## src/hw/rtl/sdcd_pkg.sv

```systemverilog
// ----------------------------------------------------------------------------
// Serial drive command decoder package
// Shared types, character codes, status codes and register indexes.
// ----------------------------------------------------------------------------
`timescale 1ns / 1ps

package sdcd_pkg;

  // Field parse phase, one-hot.
  typedef enum logic [4:0] {
    PH_BETWEEN = 5'b00001,
    PH_SPACE   = 5'b00010,
    PH_SIGN    = 5'b00100,
    PH_DIGITS  = 5'b01000,
    PH_BAD     = 5'b10000
  } phase_t;

  // Character codes.
  localparam logic [7:0] CH_NUL   = 8'h00;
  localparam logic [7:0] CH_TAB   = 8'h09;
  localparam logic [7:0] CH_LF    = 8'h0A;
  localparam logic [7:0] CH_CR    = 8'h0D;
  localparam logic [7:0] CH_SPACE = 8'h20;
  localparam logic [7:0] CH_PLUS  = 8'h2B;
  localparam logic [7:0] CH_COMMA = 8'h2C;
  localparam logic [7:0] CH_MINUS = 8'h2D;
  localparam logic [7:0] CH_ZERO  = 8'h30;
  localparam logic [7:0] CH_NINE  = 8'h39;

  // Result status codes.
  localparam logic [1:0] ST_ACCEPTED = 2'd0;
  localparam logic [1:0] ST_INVALID  = 2'd1;
  localparam logic [1:0] ST_TOO_LONG = 2'd2;
  localparam logic [1:0] ST_TIMEOUT  = 2'd3;

  // Configuration register indexes.
  localparam logic [1:0] CFG_DEADBAND = 2'd0;
  localparam logic [1:0] CFG_DUTY     = 2'd1;
  localparam logic [1:0] CFG_TIMEOUT  = 2'd2;

  // Register reset values.
  localparam logic [6:0]  DEADBAND_RST = 7'd50;
  localparam logic [7:0]  DUTY_RST     = 8'd255;
  localparam logic [15:0] TIMEOUT_RST  = 16'd500;

  // Field limits.
  localparam logic [8:0]  SIGNED_MAX = 9'd100;
  localparam logic [8:0]  FLAGS_MAX  = 9'd255;
  localparam logic [8:0]  MAG_SAT    = 9'd256;
  localparam logic [12:0] MAG_SAT_W  = 13'd256;
  localparam logic [12:0] RADIX      = 13'd10;
  localparam logic [2:0]  FIELD_SAT  = 3'd4;
  localparam logic [2:0]  FIELD_THR  = 3'd1;
  localparam logic [2:0]  FIELD_TRN  = 3'd2;
  localparam logic [2:0]  FIELD_FLG  = 3'd3;

  // Outcome of closing one field.
  typedef struct packed {
    logic       bad;
    logic       wr_thr;
    logic       wr_trn;
    logic [7:0] value;
  } fin_t;

  // Line events from the parser to the drive control.
  typedef struct packed {
    logic       eol;
    logic       ok;
    logic       overflow;
    logic [7:0] flags;
    logic [7:0] throttle;
    logic [7:0] turn;
  } line_evt_t;

  // One result item.
  typedef struct packed {
    logic       valid;
    logic [1:0] status;
    logic       drive_update;
    logic [7:0] left_forward_duty;
    logic [7:0] left_reverse_duty;
    logic [7:0] right_reverse_duty;
    logic [7:0] right_forward_duty;
    logic       start_sequence;
    logic [7:0] flags_value;
  } result_t;

endpackage

```

## src/hw/rtl/sdcd_line_parser.sv

```systemverilog
// ----------------------------------------------------------------------------
// Line parser
// Gathers bytes into lines and parses the throttle, turn and flags fields.
// ----------------------------------------------------------------------------
`timescale 1ns / 1ps

module sdcd_line_parser #(
  parameter int LINE_BYTES = 32
) (
  input  logic                clk,
  input  logic                rst,
  input  logic                fire,
  input  logic                op,
  input  logic [7:0]          rx_byte,
  output sdcd_pkg::line_evt_t evt
);
  import sdcd_pkg::*;

  localparam int LEN_W = $clog2(LINE_BYTES);
  localparam logic [LEN_W-1:0] LEN_LIMIT = LEN_W'(LINE_BYTES - 1);

  logic [LEN_W-1:0] line_length, line_length_next;
  logic [2:0]       field_count, field_count_next;
  phase_t           field_phase, field_phase_next;
  logic             minus_seen, minus_seen_next;
  logic [8:0]       field_magnitude, field_magnitude_next;
  logic             line_bad, line_bad_next;
  logic             text_ended, text_ended_next;
  logic [7:0]       held_throttle, held_throttle_next;
  logic [7:0]       held_turn, held_turn_next;

  logic        is_digit;
  logic        is_space;
  logic [3:0]  digit_val;
  logic [12:0] accum;
  fin_t        fin;
  phase_t      eff_phase;

  function automatic fin_t finish_field(phase_t ph, logic [2:0] cnt, logic [8:0] mg,
                                        logic mn);
    fin_t r;
    r = '0;
    if (ph != PH_BETWEEN) begin
      if (ph != PH_DIGITS) begin
        r.bad = 1'b1;
      end else if (cnt == FIELD_THR || cnt == FIELD_TRN) begin
        if (mg > SIGNED_MAX) begin
          r.bad = 1'b1;
        end else begin
          r.value  = mn ? 8'(8'd0 - mg[7:0]) : mg[7:0];
          r.wr_thr = (cnt == FIELD_THR);
          r.wr_trn = (cnt == FIELD_TRN);
        end
      end else if (cnt == FIELD_FLG) begin
        if (mg > FLAGS_MAX || (mn && mg != '0)) begin
          r.bad = 1'b1;
        end
      end
    end
    return r;
  endfunction

  assign is_digit  = (rx_byte >= CH_ZERO) && (rx_byte <= CH_NINE);
  assign is_space  = ((rx_byte >= CH_TAB) && (rx_byte <= CH_CR)) || (rx_byte == CH_SPACE);
  assign digit_val = rx_byte[3:0];
  assign accum     = {4'd0, field_magnitude} * RADIX + 13'(digit_val);
  assign fin       = finish_field(field_phase, field_count, field_magnitude, minus_seen);
  // A byte that opens a field is handled as in the leading-space phase.
  assign eff_phase = (field_phase == PH_BETWEEN) ? PH_SPACE : field_phase;

  always_comb begin
    line_length_next     = line_length;
    field_count_next     = field_count;
    field_phase_next     = field_phase;
    minus_seen_next      = minus_seen;
    field_magnitude_next = field_magnitude;
    line_bad_next        = line_bad;
    text_ended_next      = text_ended;
    held_throttle_next   = held_throttle;
    held_turn_next       = held_turn;
    evt                  = '0;
    evt.throttle         = held_throttle;
    evt.turn             = held_turn;
    evt.flags            = field_magnitude[7:0];

    if (fire && !op && rx_byte != CH_CR) begin
      if (rx_byte == CH_LF) begin
        if (line_length != '0) begin
          evt.eol = 1'b1;
          evt.ok  = !(line_bad || fin.bad) && (field_count == FIELD_FLG);
          if (fin.wr_thr) held_throttle_next = fin.value;
          if (fin.wr_trn) held_turn_next = fin.value;
          line_length_next     = '0;
          field_count_next     = '0;
          field_phase_next     = PH_BETWEEN;
          minus_seen_next      = 1'b0;
          field_magnitude_next = '0;
          line_bad_next        = 1'b0;
          text_ended_next      = 1'b0;
        end
      end else if (line_length < LEN_LIMIT) begin
        line_length_next = line_length + 1'b1;
        if (!text_ended) begin
          if (rx_byte == CH_NUL || rx_byte == CH_COMMA) begin
            if (fin.bad) line_bad_next = 1'b1;
            if (fin.wr_thr) held_throttle_next = fin.value;
            if (fin.wr_trn) held_turn_next = fin.value;
            field_phase_next = PH_BETWEEN;
            if (rx_byte == CH_NUL) text_ended_next = 1'b1;
          end else begin
            if (field_phase == PH_BETWEEN) begin
              if (field_count < FIELD_SAT) field_count_next = field_count + 1'b1;
              field_phase_next     = PH_SPACE;
              minus_seen_next      = 1'b0;
              field_magnitude_next = '0;
            end
            unique case (eff_phase)
              PH_SPACE: begin
                if (is_space) begin
                  field_phase_next = PH_SPACE;
                end else if (rx_byte == CH_PLUS || rx_byte == CH_MINUS) begin
                  minus_seen_next  = (rx_byte == CH_MINUS);
                  field_phase_next = PH_SIGN;
                end else if (is_digit) begin
                  field_magnitude_next = {5'd0, digit_val};
                  field_phase_next     = PH_DIGITS;
                end else begin
                  field_phase_next = PH_BAD;
                end
              end
              PH_SIGN: begin
                if (is_digit) begin
                  field_magnitude_next = {5'd0, digit_val};
                  field_phase_next     = PH_DIGITS;
                end else begin
                  field_phase_next = PH_BAD;
                end
              end
              PH_DIGITS: begin
                if (is_digit) begin
                  field_magnitude_next = (accum > MAG_SAT_W) ? MAG_SAT : accum[8:0];
                end else begin
                  field_phase_next = PH_BAD;
                end
              end
              default: begin
                field_phase_next = PH_BAD;
              end
            endcase
          end
        end
      end else begin
        // The line has run out of room: drop it and report.
        evt.overflow         = 1'b1;
        line_length_next     = '0;
        field_count_next     = '0;
        field_phase_next     = PH_BETWEEN;
        minus_seen_next      = 1'b0;
        field_magnitude_next = '0;
        line_bad_next        = 1'b0;
        text_ended_next      = 1'b0;
      end
    end
  end

  always_ff @(posedge clk) begin
    if (rst) begin
      line_length     <= '0;
      field_count     <= '0;
      field_phase     <= PH_BETWEEN;
      minus_seen      <= 1'b0;
      field_magnitude <= '0;
      line_bad        <= 1'b0;
      text_ended      <= 1'b0;
      held_throttle   <= '0;
      held_turn       <= '0;
    end else begin
      line_length     <= line_length_next;
      field_count     <= field_count_next;
      field_phase     <= field_phase_next;
      minus_seen      <= minus_seen_next;
      field_magnitude <= field_magnitude_next;
      line_bad        <= line_bad_next;
      text_ended      <= text_ended_next;
      held_throttle   <= held_throttle_next;
      held_turn       <= held_turn_next;
    end
  end

  a_line_cleared: assert property (@(posedge clk) disable iff (rst)
    fire && (evt.eol || evt.overflow) |=> line_length == '0 && field_phase == PH_BETWEEN)
    else $error("line state not cleared after end of line");

endmodule

```

## src/hw/rtl/sdcd_drive_ctrl.sv

```systemverilog
// ----------------------------------------------------------------------------
// Drive control
// Holds the configuration registers, the button edge and the timeout timer,
// and turns line events and ticks into result items.
// ----------------------------------------------------------------------------
`timescale 1ns / 1ps

module sdcd_drive_ctrl (
  input  logic                clk,
  input  logic                rst,
  input  logic                fire,
  input  logic                op,
  input  sdcd_pkg::line_evt_t evt,
  input  logic                cfg_valid,
  input  logic [1:0]          cfg_index,
  input  logic [15:0]         cfg_data,
  output sdcd_pkg::result_t   res
);
  import sdcd_pkg::*;

  logic [6:0]  deadband_level;
  logic [7:0]  drive_duty;
  logic [15:0] timeout_ticks;

  logic        button_was_pressed, button_was_pressed_next;
  logic        timer_armed, timer_armed_next;
  logic [15:0] elapsed_ticks, elapsed_ticks_next;

  logic [7:0] thr_mag;
  logic [7:0] trn_mag;
  logic       thr_pos;
  logic       trn_pos;
  logic       pressed;

  assign thr_mag = evt.throttle[7] ? 8'(8'd0 - evt.throttle) : evt.throttle;
  assign trn_mag = evt.turn[7] ? 8'(8'd0 - evt.turn) : evt.turn;
  assign thr_pos = !evt.throttle[7] && (evt.throttle != '0);
  assign trn_pos = !evt.turn[7] && (evt.turn != '0);
  assign pressed = evt.flags[0];

  always_comb begin
    res                     = '0;
    button_was_pressed_next = button_was_pressed;
    timer_armed_next        = timer_armed;
    elapsed_ticks_next      = elapsed_ticks;

    if (fire && op) begin
      if (timer_armed) begin
        if (elapsed_ticks >= timeout_ticks) begin
          timer_armed_next   = 1'b0;
          elapsed_ticks_next = '0;
          res.valid          = 1'b1;
          res.status         = ST_TIMEOUT;
          res.drive_update   = 1'b1;
        end else begin
          elapsed_ticks_next = elapsed_ticks + 1'b1;
        end
      end
    end else if (fire && evt.overflow) begin
      res.valid  = 1'b1;
      res.status = ST_TOO_LONG;
    end else if (fire && evt.eol) begin
      res.valid = 1'b1;
      if (!evt.ok) begin
        res.status = ST_INVALID;
      end else begin
        res.status              = ST_ACCEPTED;
        res.flags_value         = evt.flags;
        timer_armed_next        = 1'b1;
        elapsed_ticks_next      = '0;
        button_was_pressed_next = pressed;
        if (pressed && !button_was_pressed) begin
          res.drive_update   = 1'b1;
          res.start_sequence = 1'b1;
        end else if (!pressed) begin
          res.drive_update = 1'b1;
          if (thr_mag < {1'b0, deadband_level} && trn_mag < {1'b0, deadband_level}) begin
            // Inside the deadband: stop.
          end else if (thr_mag >= trn_mag) begin
            if (thr_pos) begin
              res.left_forward_duty  = drive_duty;
              res.right_forward_duty = drive_duty;
            end else begin
              res.left_reverse_duty  = drive_duty;
              res.right_reverse_duty = drive_duty;
            end
          end else if (trn_pos) begin
            res.left_forward_duty  = drive_duty;
            res.right_reverse_duty = drive_duty;
          end else begin
            res.left_reverse_duty  = drive_duty;
            res.right_forward_duty = drive_duty;
          end
        end
      end
    end
  end

  always_ff @(posedge clk) begin
    if (rst) begin
      deadband_level     <= DEADBAND_RST;
      drive_duty         <= DUTY_RST;
      timeout_ticks      <= TIMEOUT_RST;
      button_was_pressed <= 1'b0;
      timer_armed        <= 1'b0;
      elapsed_ticks      <= '0;
    end else begin
      button_was_pressed <= button_was_pressed_next;
      timer_armed        <= timer_armed_next;
      elapsed_ticks      <= elapsed_ticks_next;
      if (cfg_valid) begin
        unique case (cfg_index)
          CFG_DEADBAND: deadband_level <= cfg_data[6:0];
          CFG_DUTY:     drive_duty <= cfg_data[7:0];
          CFG_TIMEOUT:  timeout_ticks <= cfg_data;
          default: begin
          end
        endcase
      end
    end
  end

  a_timer_idle: assert property (@(posedge clk) disable iff (rst)
    !timer_armed |-> elapsed_ticks == '0)
    else $error("elapsed ticks nonzero while timer disarmed");

  a_timeout_stop: assert property (@(posedge clk) disable iff (rst)
    res.valid && res.status == ST_TIMEOUT |-> res.drive_update &&
      res.left_forward_duty == '0 && res.left_reverse_duty == '0 &&
      res.right_reverse_duty == '0 && res.right_forward_duty == '0)
    else $error("timeout stop does not zero the bridges");

  a_start_seq: assert property (@(posedge clk) disable iff (rst)
    res.start_sequence |-> res.valid && res.status == ST_ACCEPTED &&
      res.flags_value[0] && res.drive_update && !button_was_pressed)
    else $error("sequence request without a fresh button press");

endmodule

```

## src/hw/rtl/serial_drive_command_decoder.sv

```systemverilog
// ----------------------------------------------------------------------------
// Serial drive command decoder
// Path: an accepted byte or tick is held in the input register, and its result
// is then held in the result register.
// Throughput: one input item per cycle while results are taken; a result that
// waits stalls every input once the input register holds an item.
// Reset: synchronous, active high; clears line state and timer, loads register reset values.
// ----------------------------------------------------------------------------
`timescale 1ns / 1ps

module serial_drive_command_decoder #(
  parameter int LINE_BYTES = 32
) (
  input  logic        clk,
  input  logic        rst,
  // Input stream.
  input  logic        s_tvalid,
  output logic        s_tready,
  input  logic [7:0]  s_tdata,   // [7:0] rx_byte
  input  logic [0:0]  s_tuser,   // [0] operation
  // Result stream.
  output logic        m_tvalid,
  input  logic        m_tready,
  // [0] drive_update, [8:1] left_forward_duty, [16:9] left_reverse_duty,
  // [24:17] right_reverse_duty, [32:25] right_forward_duty,
  // [33] start_sequence, [41:34] flags_value, [47:42] zero
  output logic [47:0] m_tdata,
  output logic [1:0]  m_tuser,   // [1:0] status
  // Configuration writes.
  input  logic        cfg_valid,
  output logic        cfg_ready,
  input  logic [1:0]  cfg_index,
  input  logic [15:0] cfg_data
);
  import sdcd_pkg::*;

  logic       in_valid;
  logic       in_op;
  logic [7:0] in_byte;
  logic       out_free;
  logic       fire;

  line_evt_t evt;
  result_t   res;
  result_t   out_res;

  assign out_free  = !m_tvalid || m_tready;
  assign fire      = in_valid && out_free;
  assign s_tready  = !in_valid || out_free;
  assign cfg_ready = 1'b1;

  always_ff @(posedge clk) begin
    if (rst) begin
      in_valid <= 1'b0;
      m_tvalid <= 1'b0;
    end else begin
      if (s_tvalid && s_tready) begin
        in_valid <= 1'b1;
      end else if (fire) begin
        in_valid <= 1'b0;
      end
      if (out_free) begin
        m_tvalid <= res.valid;
      end
    end
  end

  always_ff @(posedge clk) begin
    if (s_tvalid && s_tready) begin
      in_op   <= s_tuser[0];
      in_byte <= s_tdata;
    end
    if (out_free && res.valid) begin
      out_res <= res;
    end
  end

  sdcd_line_parser #(
    .LINE_BYTES(LINE_BYTES)
  ) u_parser (
    .clk     (clk),
    .rst     (rst),
    .fire    (fire),
    .op      (in_op),
    .rx_byte (in_byte),
    .evt     (evt)
  );

  sdcd_drive_ctrl u_drive (
    .clk       (clk),
    .rst       (rst),
    .fire      (fire),
    .op        (in_op),
    .evt       (evt),
    .cfg_valid (cfg_valid && cfg_ready),
    .cfg_index (cfg_index),
    .cfg_data  (cfg_data),
    .res       (res)
  );

  assign m_tuser = out_res.status;
  assign m_tdata = {6'd0, out_res.flags_value, out_res.start_sequence,
                    out_res.right_forward_duty, out_res.right_reverse_duty,
                    out_res.left_reverse_duty, out_res.left_forward_duty,
                    out_res.drive_update};

  a_result_source: assert property (@(posedge clk) disable iff (rst)
    $rose(m_tvalid) |-> $past(fire))
    else $error("result appeared without a processed request");

endmodule

```

## config.mk

```make
export PLATFORM = sky130hd
export DESIGN_NAME = serial_drive_command_decoder
export DESIGN_NICKNAME = d
export VERILOG_FILES = /design/src/hw/rtl/sdcd_pkg.sv /design/src/hw/rtl/sdcd_line_parser.sv /design/src/hw/rtl/sdcd_drive_ctrl.sv /design/src/hw/rtl/serial_drive_command_decoder.sv
export SDC_FILE = /design/constraint.sdc
export NUM_CORES = 1
export LEC_CHECK = 0
export BUFFER_PORTS_ARGS = -buffer_cell sky130_fd_sc_hd__buf_4
export CAP_MARGIN = 20
export CORE_MARGIN = 5
export CORE_UTILIZATION = 40
export CTS_BUF_LIST = sky130_fd_sc_hd__clkbuf_16
export CTS_CLUSTER_DIAMETER = 80
export CTS_CLUSTER_SIZE = 20
export DETAILED_ROUTE_END_ITERATION = 10
export HOLD_SLACK_MARGIN = 0.12
export SETUP_SLACK_MARGIN = 0.5
export SYNTH_ARGS = -nofsm -noshare
export SYNTH_HDL_FRONTEND = slang
export SYNTH_SLANG_ARGS = --single-unit
export TNS_END_PERCENT = 5
```

## constraint.sdc

```tcl
create_clock -name clk -period 5.6 [get_ports clk]
set_input_delay 1.12 -clock clk [delete_from_list [all_inputs] [get_ports clk]]
set_output_delay 1.12 -clock clk [all_outputs]
set_load 0.01 [all_outputs]
```

==> metrics, run 1 <==
outcome complete, no violations; multiplexer share of the synthesized area 0.0223; Post-CTS Hold Fix Bufs 0; grt ovf 0; CTS Sinks 145; Final Slew Violations 0; Initial Util 0.405; Placeable Area 0.0210 mm2; boundary pin count 85; Hold Violations, Final 0; post-route ant nets 0; pre-CTS setup slack 2180 ps; Final min period 3440 ps; first-pass GRT wire length 33500 um; Sequential Power Share 0.466; Vias 6988; CP max FO 11; largest net degree at the start of global routing 90; FP Rows 53; die height 156 um; met2 wire len 9580 um; post-synthesis adder-cell area fraction 0.0987; DRT Pass-1 Iters 6; CTS tree done; largest area contributor in the netlist dfxtp_1; Skew-Pair Late Insertion Delay 430 ps; combinational power share 0.058; Die Wd 156 um; DP HPWL 15000 um; Leak 0.00411 uW; Syn. warnings 0; Most used DFF post-synth dfxtp_1; post-synthesis cell area 0.00852 mm2; antenna violations before repair 0; diodes inserted 0; clock network power share 0.476; drt wl/cell 15.4 um; worst vdd rail ir drop 0.224 mV; kind of end point of the critical path register; PwrDens 244 mW/mm2; critical path type register to register; CP Data Required Time 5970 ps; nets@finish 1112; main combinational cell family by area after synthesis simple AND/OR/NAND/NOR gates; die area 0.0243 mm2; vias in the first global route 6828; input/output buffers 77; startpoint class of the critical path register; Async S/R FF share, synth 0; Layout area overhead 15.9%; TNS Setup 0 ps; xor and xnor area share after synthesis 0.0304; Final Util 0.470; Routability Congestion 0.870; Tcrit/Tclk final 0.615; Max transition margin 0.289; Crit path buffers/inverters 1; Avg Cell Area, Syn 8.89 um2; top post-synthesis cells by area dfxtp_1 22%, edfxtp_1 19%, ha_1 9.4%; number of synthesized flops with an enable pin 53; simple-gate share of the synthesized area 0.227; Worst Slack Setup Final 2160 ps; compound-gate portion of the synthesized area 0.167; Psw 645 uW; postcts setup bufs 0; Post-CTS Resized 0; fmax 0.291 GHz; Slew @ Worst Pin 1060 ps; share of layout cells above drive strength 1 0.131; post-synth cell types 76; clk buf depth 2; synthesized flop and latch total 145; initial DRC count 363; routed wire length 20000 um; sequential area share after synthesis 0.403; Metal-1 WL 9240 um; RSZ-0062 raised after global routing no; met3 wire length 899 um; Worst path top cell family by delay compound AO/OA/AOI/OAI gates; share of the synthesized area in the top cell type 0.216; Root Buffer clkbuf_16; slowest CP cell dfxtp_1; cells after synthesis 958; # setup viols final 0; GRT Overall Usage 0.169; Worst Path Arrival 3810 ps; P_int 1770 uW; CTS clk-pin slew, worst paths 70 ps; Worst Skew 10.5 ps; CTS buffer count 17; Via-to-Cell Ratio 5.37; Sw Ratio 0.268; Hold Crit Class register to register; max cap viols 0; crit-path cells ha_1 -> ha_1 -> inv_1 -> fa_1 -> nor2b_1 -> o311ai_0 -> o311ai_0 -> nor4b_1 -> o221ai_2 -> nor2_4 -> a32o_2; CTS H-tree lvls 4; largest stage delay on the critical path 580 ps; highest metal used met4; DRC viols 0
-- metal layers --
metal,vias to the layer above,global-route usage
met2,157,0.285
met3,24,0.0350
li1,3536,-
met5,-,0
met4,0,0.0504
met1,3271,0.220
-- layout make-up --
cell class                 count  area, um2
clock buffer                  17        425
clock inverter                15        183
fill                        2010      11100
inverter                      60        225
multi-input combinational    711       4670
sequential                   145       3430
tap                          275        344
timing repair buffer          79        593
-- per-stage QoR --
| step | cells | hold slack, ps | total power, uW | cell area, um2 |
|---|---|---|---|---|
| 6_report | 1302 | 455 | 2410 | 9880 |
| 5_1_grt | 1302 | 470 | 2500 | 9880 |
| 4_1_cts | 1302 | 458 | 2440 | 9880 |
| 3_5_place_dp | 1270 | 448 | 1290 | 9270 |
| 3_3_place_gp | 1270 | 446 | 1290 | 9270 |
| 2_1_floorplan | 963 | 436 | 1240 | 8540 |
-- synth_stat cells (all sizes together), types with 10 or more instances --
master and number:
nor2 124, dfxtp 92, nand2 78, ha 64
inv 60, a21oi 55, edfxtp 53, nor3 39
o21ai 34, nand3 30, clkbuf 28, buf 19
mux2i 19, a211o 18, and2 18, xnor2 17
nor2b 16, nand2b 15, a211oi 10, or3 10
xor2 10
-- registers in the layout, indices dropped and copies added, names as in the netlist --
register                    cells
m_tdata                        42
u_drive.elapsed_ticks          16
u_drive.timeout_ticks          16
u_parser.field_magnitude        9
in_byte                         8
u_drive.drive_duty              8
u_parser.held_throttle          8
u_parser.held_turn              8
u_drive.deadband_level          7
u_parser.field_phase            5
u_parser.line_length            5
u_parser.field_count            3
m_tuser                         2
in_op                           1
in_valid                        1
m_tvalid                        1
u_drive.button_was_pressed      1
u_drive.timer_armed             1
u_parser.line_bad               1
u_parser.minus_seen             1
u_parser.text_ended             1
-- cell usage in the layout (no fill, tap or decap), types with 30 or more instances in the layout --
cell      netlist  routed
nor3_1         39      39
inv_1          60      60
buf_4           7      79
nand2_1        76      75
ha_1           64      64
nand3_1        30      30
o21ai_0        33      33
nor2_1        122     122
edfxtp_1       53      53
dfxtp_1        92      92
a21oi_1        54      54
-- worst min-delay path, delay by kind of cell, from the launching register on --
kind,cells,cell delay (ps)
AOI/OAI and AO/OA,1,50
DFF,1,310
and+or+nand+nor,1,50
-- final timing paths --
kind | from | end | depth (start not counted) | slack, ps
hold / removal | u_drive.timeout_ticks[15] | u_drive.timeout_ticks[15] | 2 | 450
hold reg to reg | u_drive.timeout_ticks[15] | u_drive.timeout_ticks[15] | 2 | 450
setup reg to reg | u_parser.field_magnitude[1] | u_parser.field_magnitude[7] | 11 | 2160
setup / recovery | u_parser.field_magnitude[1] | u_parser.field_magnitude[7] | 11 | 2160
-- logic make-up (layout without fill, tap and decap cells) --
group | Yosys count | after routing
compound gates | 204 | 204
simple gates | 387 | 387
flops | 145 | 145
fa+ha+maj | 66 | 66
mux | 19 | 19
other cells | 2 | 7
xor+xnor | 28 | 28
buf+inv | 107 | 171
-- power groups by stage --
stage,clock network (uW),registers [uW],logic [uW]
after CTS,1170,1120,141
after global placement,0,1150,139
after floorplan,0,1140,105
after detailed placement,0,1150,140
after global routing,1220,1130,160
final,1150,1120,141
No activity file was read; power rests on OpenSTA's default activity.
==> run 2, diff against run 1 <==
==> constraint.sdc (replaced) <==
create_clock -name clk -period 3.3 [get_ports clk]
set_input_delay 0.66 -clock clk [delete_from_list [all_inputs] [get_ports clk]]
set_output_delay 0.66 -clock clk [all_outputs]
set_load 0.01 [all_outputs]
==> metrics, run 2 (synthesized netlist as in run 1, its figures left out) <==
Placeable Area 0.0210 mm2 (unchanged); # setup viols final 0 (unchanged); CTS buffer count 17 (unchanged); die area 0.0243 mm2 (unchanged); register area 0.00345 mm2 (was 0.00343 mm2); Register-to-Register Path Depth 11 (unchanged); met3 usage 0.0352 (was 0.0350); grt ovf 0 (unchanged); Hold Violations, Final 0 (unchanged); Root Buffer clkbuf_16 (unchanged); vias in the first global route 6863 (was 6828); RSZ-0062 raised after global routing yes (was no); kind of end point of the critical path register (unchanged); Worst Path Arrival 3320 ps (was 3810 ps); TNS Setup 0 ps (unchanged); DRC viols 0 (unchanged); flip-flop count of the largest register after layout 42 (unchanged); GR Util met1 0.231 (was 0.220); GR peak layer met2 (unchanged); first-pass GRT wire length 34500 um (was 33500 um); Initial Util 0.405 (unchanged); Tcrit/Tclk final 0.893 (was 0.615); CTS tree done (unchanged); PwrDens 391 mW/mm2 (was 244 mW/mm2); pre-CTS setup slack 136 ps (was 2180 ps); Critical Path End u_parser.field_magnitude[1] (was u_parser.field_magnitude[7]); nets@finish 1148 (was 1112); CP Launch Point u_parser.field_magnitude[3] (was u_parser.field_magnitude[1]); Final Slew Violations 0 (unchanged); DRT Pass-1 Iters 4 (was 6); input/output buffers 77 (unchanged); DP HPWL 15400 um (was 15000 um); Final min period 2950 ps (was 3440 ps); die height 156 um (unchanged); Worst Skew 12.9 ps (was 10.5 ps); initial DRC count 334 (was 363); Filler Cell Count 1985 (was 2010); fmax 0.339 GHz (was 0.291 GHz); Routability Congestion 0.815 (was 0.870); CTS H-tree lvls 4 (unchanged); Layout area overhead 23.2% (was 15.9%); total power 4100 uW (was 2410 uW); drt wl/cell 15.8 um (was 15.4 um); antenna violations before repair 0 (unchanged); startpoint class of the critical path register (unchanged); Post-CTS Hold Fix Bufs 0 (unchanged); Max transition margin 0.473 (was 0.289); diodes inserted 0 (unchanged); most common cell after layout, fill and taps aside nor2_1 (unchanged); share of layout cells above drive strength 1 0.207 (was 0.131); clk buf depth 2 (unchanged); r2r startpoint u_parser.field_magnitude[3] (was u_parser.field_magnitude[1]); Leak 0.00435 uW (was 0.00411 uW); post-route ant nets 0 (unchanged); boundary pin count 85 (unchanged); max cap viols 0 (unchanged); FP Rows 53 (unchanged); Die Wd 156 um (unchanged); area of the multi-input gates 0.00500 mm2 (was 0.00467 mm2); worst vdd rail ir drop 0.332 mV (was 0.224 mV); most frequent cells in the layout 121 x nor2_1, 114 x buf_4, 85 x dfxtp_1 (was 122 x nor2_1, 92 x dfxtp_1, 79 x buf_4); routed wire length 21100 um (was 20000 um); largest net degree at the start of global routing 45 (was 90); CTS clk-pin slew, worst paths 70 ps (about the same); Final Non-Filler Cells 1338 (was 1302); Slew @ Worst Pin 791 ps (was 1060 ps); Hold Crit Class input port to register (was register to register); critical path type register to register (unchanged); Skew-Pair Late Insertion Delay 430 ps (about the same); met2 Usage GRT 0.289 (was 0.285); CP max FO 4 (was 11); Worst Slack Setup Final 352 ps (was 2160 ps); Via-to-Cell Ratio 5.40 (was 5.37); GRT Overall Usage 0.175 (was 0.169); register-to-register setup slack 350 ps (was 2160 ps); Vias 7222 (was 6988); DP Cell Count 1288 (was 1270); CP Data Required Time 3670 ps (was 5970 ps); r2r endpoint u_parser.field_magnitude[1] (was u_parser.field_magnitude[7]); CTS Sinks 145 (unchanged); outcome complete, no violations (unchanged)
## run 2: power by group
part	switching, uW	leakage, uW	internal, uW	total (uW)
sequential	24.4	0.00124	1870	1890
clock	915	0.000294	1030	1940
combinational	163	0.00282	102	265
## run 2: timing repair
item | 4_1_cts | 5_1_grt
pin swaps | 24 | 16
gates resized for setup | 35 | 22
cloned | 0 | 0
endpoints found under the setup margin | 41 | 118
buffers inserted | 12 | 6
## run 2: layout make-up
cell class | instances | share of cell area
multi-input cells | 711 | 0.476
flip-flops and latches | 145 | 0.329
repair buffers | 115 | 0.0826
clock buffers | 17 | 0.0405
well taps | 275 | 0.0328
inverters | 60 | 0.0217
clock inverters | 15 | 0.0174
## run 2: stage by stage
step	util	hold slack [ps]	cell area, um2
after floorplan	-	436	8610
after global placement	0.450	445	9460
after detailed placement	0.450	450	9460
after CTS	0.492	380	10300
after global routing	0.499	376	10500
final	0.499	398	10500
## run 2: how the worst min path moves through the flow
stage,from,end,slack (ps),cells past startpoint
global route,s_tdata[5],in_byte[5],380,1
CTS,s_tuser,in_op,380,1
floorplan,u_drive.timeout_ticks[10],u_drive.timeout_ticks[10],440,2
finish,s_tuser,in_op,400,1
detailed placement,u_drive.timeout_ticks[13],u_drive.timeout_ticks[13],450,2
global placement,u_drive.timeout_ticks[3],u_drive.timeout_ticks[3],440,2
## run 2: critical path: stages, from the launching register on
cell	delay (ps)
dfxtp_4	370
ha_4	260
ha_4	120
inv_2	30
fa_2	380
nor2b_4	170
o311ai_4	100
or4_4	510
a2111oi_4	380
o221ai_4	220
a21oi_2	210
a21o_1	130
## run 2: per-layer routing
metal,routed length (um),vias to the layer above
li1,-,3615
met1,9680,3409
met2,10100,161
met3,854,37
met4,442,0
met5,0,-
==> run 3, diff against run 2 <==
--- a/config.mk
+++ b/config.mk
@@ -5,6 +5,7 @@
 export SDC_FILE = /design/constraint.sdc
 export NUM_CORES = 1
 export LEC_CHECK = 0
+export ABC_AREA = 1
 export BUFFER_PORTS_ARGS = -buffer_cell sky130_fd_sc_hd__buf_4
 export CAP_MARGIN = 20
 export CORE_MARGIN = 5
==> metrics, run 3 <==
antenna violations before repair 0 (unchanged); Via-to-Cell Ratio 5.05 (was 5.40); r2r startpoint u_parser.held_turn[1] (was u_parser.field_magnitude[3]); Register-to-Register Path Depth 19 (was 11); grt ovf 0 (unchanged); share of layout cells above drive strength 1 0.168 (was 0.207); HP Start s_tdata[2] (was s_tuser); diodes inserted 0 (unchanged); Final Slew Violations 0 (unchanged); Initial Util 0.403 (was 0.405); CTS tree done (unchanged); top post-synthesis cells by area dfxtp_1 20%, edfxtp_1 18%, ha_1 8.8% (was dfxtp_1 22%, edfxtp_1 19%, ha_1 9.4%); cells after synthesis 1231 (was 958); r2r endpoint m_tdata[11] (was u_parser.field_magnitude[1]); Routability Congestion 0.834 (was 0.815); Hold Crit Class input port to register (unchanged); Worst path most repeated cell inv_2 (was ha_4); input/output buffers 77 (unchanged); Worst path top cell family by delay simple AND/OR/NAND/NOR gates (was compound AO/OA/AOI/OAI gates); Psw 1090 uW (was 1100 uW); Layout area overhead 20.5% (was 23.2%); Sw Ratio 0.258 (was 0.269); clk buf depth 2 (unchanged); CTS H-tree lvls 4 (unchanged); fmax 0.346 GHz (was 0.339 GHz); CP max FO 8 (was 4); nets@finish 1416 (was 1148); Final min period 2890 ps (was 2950 ps); crit-path cells inv_2 -> ha_4 -> inv_2 -> nor2_2 -> inv_2 -> nor3_4 -> or2_4 -> xor2_2 -> inv_1 -> ha_1 -> nand2_2 -> nor2_4 -> nand4_1 -> o2111ai_4 -> buf_6 -> nand3_1 -> inv_1 -> nor2_1 -> nor2_1 (was ha_4 -> ha_4 -> inv_2 -> fa_2 -> nor2b_4 -> o311ai_4 -> or4_4 -> a2111oi_4 -> o221ai_4 -> a21oi_2 -> a21o_1); FP Rows 55 (was 53); post-route ant nets 0 (unchanged); outcome complete, no violations (unchanged); worst vdd rail ir drop 0.301 mV (was 0.332 mV); Vias 8165 (was 7222); top post-synthesis cells by count 210 x nand2_1, 178 x nor2_1, 172 x inv_1 (was 122 x nor2_1, 92 x dfxtp_1, 76 x nand2_1); clock network power share 0.466 (was 0.474); most common cell after layout, fill and taps aside nand2_1 (was nor2_1); boundary pin count 85 (unchanged); kind of end point of the critical path register (unchanged); combinational power share 0.083 (was 0.065); first-pass GRT wire length 36000 um (was 34500 um); startpoint class of the critical path register (unchanged); drt wl/cell 13.8 um (was 15.8 um); WP depth 19 (was 11); DRC viols 0 (unchanged); flip-flop count of the largest register after layout 42 (unchanged); Sequential Power Share 0.451 (was 0.462); Async S/R FF share, synth 0 (unchanged); Skew-Pair Late Insertion Delay 440 ps (was 430 ps); slowest CP cell dfxtp_2 (was or4_4); RSZ-0062 raised after global routing yes (unchanged); DRT Pass-1 Iters 5 (was 4); post-synth cell types 51 (was 76); most common cell in the synthesized netlist nand2_1 (was nor2_1); Worst Path Arrival 3070 ps (was 3320 ps); Post-CTS Hold Fix Bufs 0 (unchanged); initial DRC count 474 (was 334); PwrDens 388 mW/mm2 (was 391 mW/mm2); Tcrit/Tclk final 0.875 (was 0.893); number of synthesized flops with an enable pin 53 (unchanged); largest area contributor in the netlist dfxtp_1 (unchanged); Die Wd 161 um (was 156 um); Worst Hold Depth 1 (unchanged); CTS Sinks 145 (unchanged); GRT Overall Usage 0.167 (was 0.175); CP Data Required Time 3480 ps (was 3670 ps); critical path type register to register (unchanged); Syn. warnings 0 (unchanged); Avg Cell Area, Syn 7.36 um2 (was 8.89 um2); Final Util 0.485 (was 0.499); share of the synthesized area in the top cell type 0.203 (was 0.216); Hold Violations, Final 0 (unchanged); largest net degree at the start of global routing 44 (was 45); max cap viols 0 (unchanged); # setup viols final 0 (unchanged); synthesized flop and latch total 145 (unchanged); Leak 0.00515 uW (was 0.00435 uW); routed wire length 22200 um (was 21100 um); TNS Setup 0 ps (unchanged); Worst Skew 11.9 ps (was 12.9 ps); Crit path buffers/inverters 6 (was 1); CTS buffer count 17 (unchanged); Placeable Area 0.0225 mm2 (was 0.0210 mm2); sequential area share after synthesis 0.379 (was 0.403); vias in the first global route 7569 (was 6863); most frequent cells in the layout 207 x nand2_1, 169 x nor2_1, 161 x inv_1 (was 121 x nor2_1, 114 x buf_4, 85 x dfxtp_1); Slew @ Worst Pin 903 ps (was 791 ps); Most used DFF post-synth dfxtp_1 (unchanged); die height 161 um (was 156 um); Cell Area, Placed 0.00994 mm2 (was 0.00946 mm2); DP HPWL 16100 um (was 15400 um); CTS clk-pin slew, worst paths 70 ps (about the same); WHS Endpoint in_byte[2] (was in_op); P_int 3140 uW (was 3000 uW); Root Buffer clkbuf_16 (unchanged); post-synthesis cell area 0.00906 mm2 (was 0.00852 mm2); post-route cell area 0.0109 mm2 (was 0.0105 mm2); largest stage delay on the critical path 340 ps (was 510 ps); die area 0.0258 mm2 (was 0.0243 mm2); register-to-register setup slack 410 ps (was 350 ps); Max transition margin 0.397 (was 0.473)
run 3: cell types whose count changed in the layout (fill, tap and decap cells not counted), moves of 19 or more:
cell / change
o21ai_0: +33
inv_1: +105
a21oi_1: +50
nand2_1: +134
mux2i_1: -19
nor2_1: +48
nand3_1: +50
run 3: worst max-delay path by stage:
stage,slack [ps],endpoint,startpoint
3_3_place_gp,370,m_tdata[31],u_parser.held_turn[0]
3_5_place_dp,320,m_tdata[32],u_parser.held_turn[0]
5_1_grt,260,m_tdata[11],u_parser.held_turn[1]
6_report,410,m_tdata[11],u_parser.held_turn[1]
2_1_floorplan,550,m_tdata[13],u_parser.held_turn[0]
4_1_cts,420,m_tdata[32],u_parser.held_turn[1]
run 3: area by class of cell:
cell class              count  area, um2
flip-flops and latches    145       3440
inverters                 180        682
clock buffers              17        425
repair buffers            102        797
clock inverters            15        173
fillers                  2208      11600
well taps                 285        357
multi-input cells         872       5040
run 3: metrics by stage:
step	total power, uW	setup slack [ps]	instances	hold WS [ps]
floorplan	2190	549	1236	433
global placement	2290	372	1572	448
detailed placement	2290	318	1572	456
CTS	4270	424	1607	383
global route	4410	257	1616	381
finish	4230	414	1616	396
run 3: power groups by stage:
stage / Clock [uW] / Sequential (uW) / Combinational, uW
final: 1970 / 1910 / 352
after global routing: 2090 / 1910 / 405
after CTS: 2020 / 1910 / 345
after detailed placement: 0 / 1950 / 344
after global placement: 0 / 1950 / 340
after floorplan: 0 / 1940 / 247
run 3: kinds of logic after synthesis:
group           synth area share
simple gates               0.276
buf+inv                   0.0987
compound gates             0.133
flops                      0.379
fa+ha+maj                 0.0928
xor+xnor                  0.0182
other cells             0.000829
mux                      0.00124
run 3: timing repair:
action,4_1_cts,5_1_grt
buffers inserted,0,6
pin swaps,1,37
setup endpoints to repair,36,41
gates cloned,3,3
gates resized for setup,13,62
run 3: worst reg2reg max path, stage by stage (launching register included):
cell,delay (ps)
dfxtp_2,340
inv_2,80
ha_4,140
inv_2,40
nor2_2,100
inv_2,70
nor3_4,180
or2_4,160
xor2_2,180
inv_1,70
ha_1,300
nand2_2,100
nor2_4,50
nand4_1,130
o2111ai_4,210
buf_6,210
nand3_1,70
inv_1,60
nor2_1,110
nor2_1,70
run 3: per-layer routing:
| layer | track usage | wire, um | vias up |
|---|---|---|---|
| met3 | 0.0313 | 959 | 37 |
| met4 | 0.0602 | 452 | 0 |
| met5 | 0 | 0 | - |
| li1 | - | - | 4261 |
| met1 | 0.216 | 10200 | 3696 |
| met2 | 0.280 | 10700 | 171 |
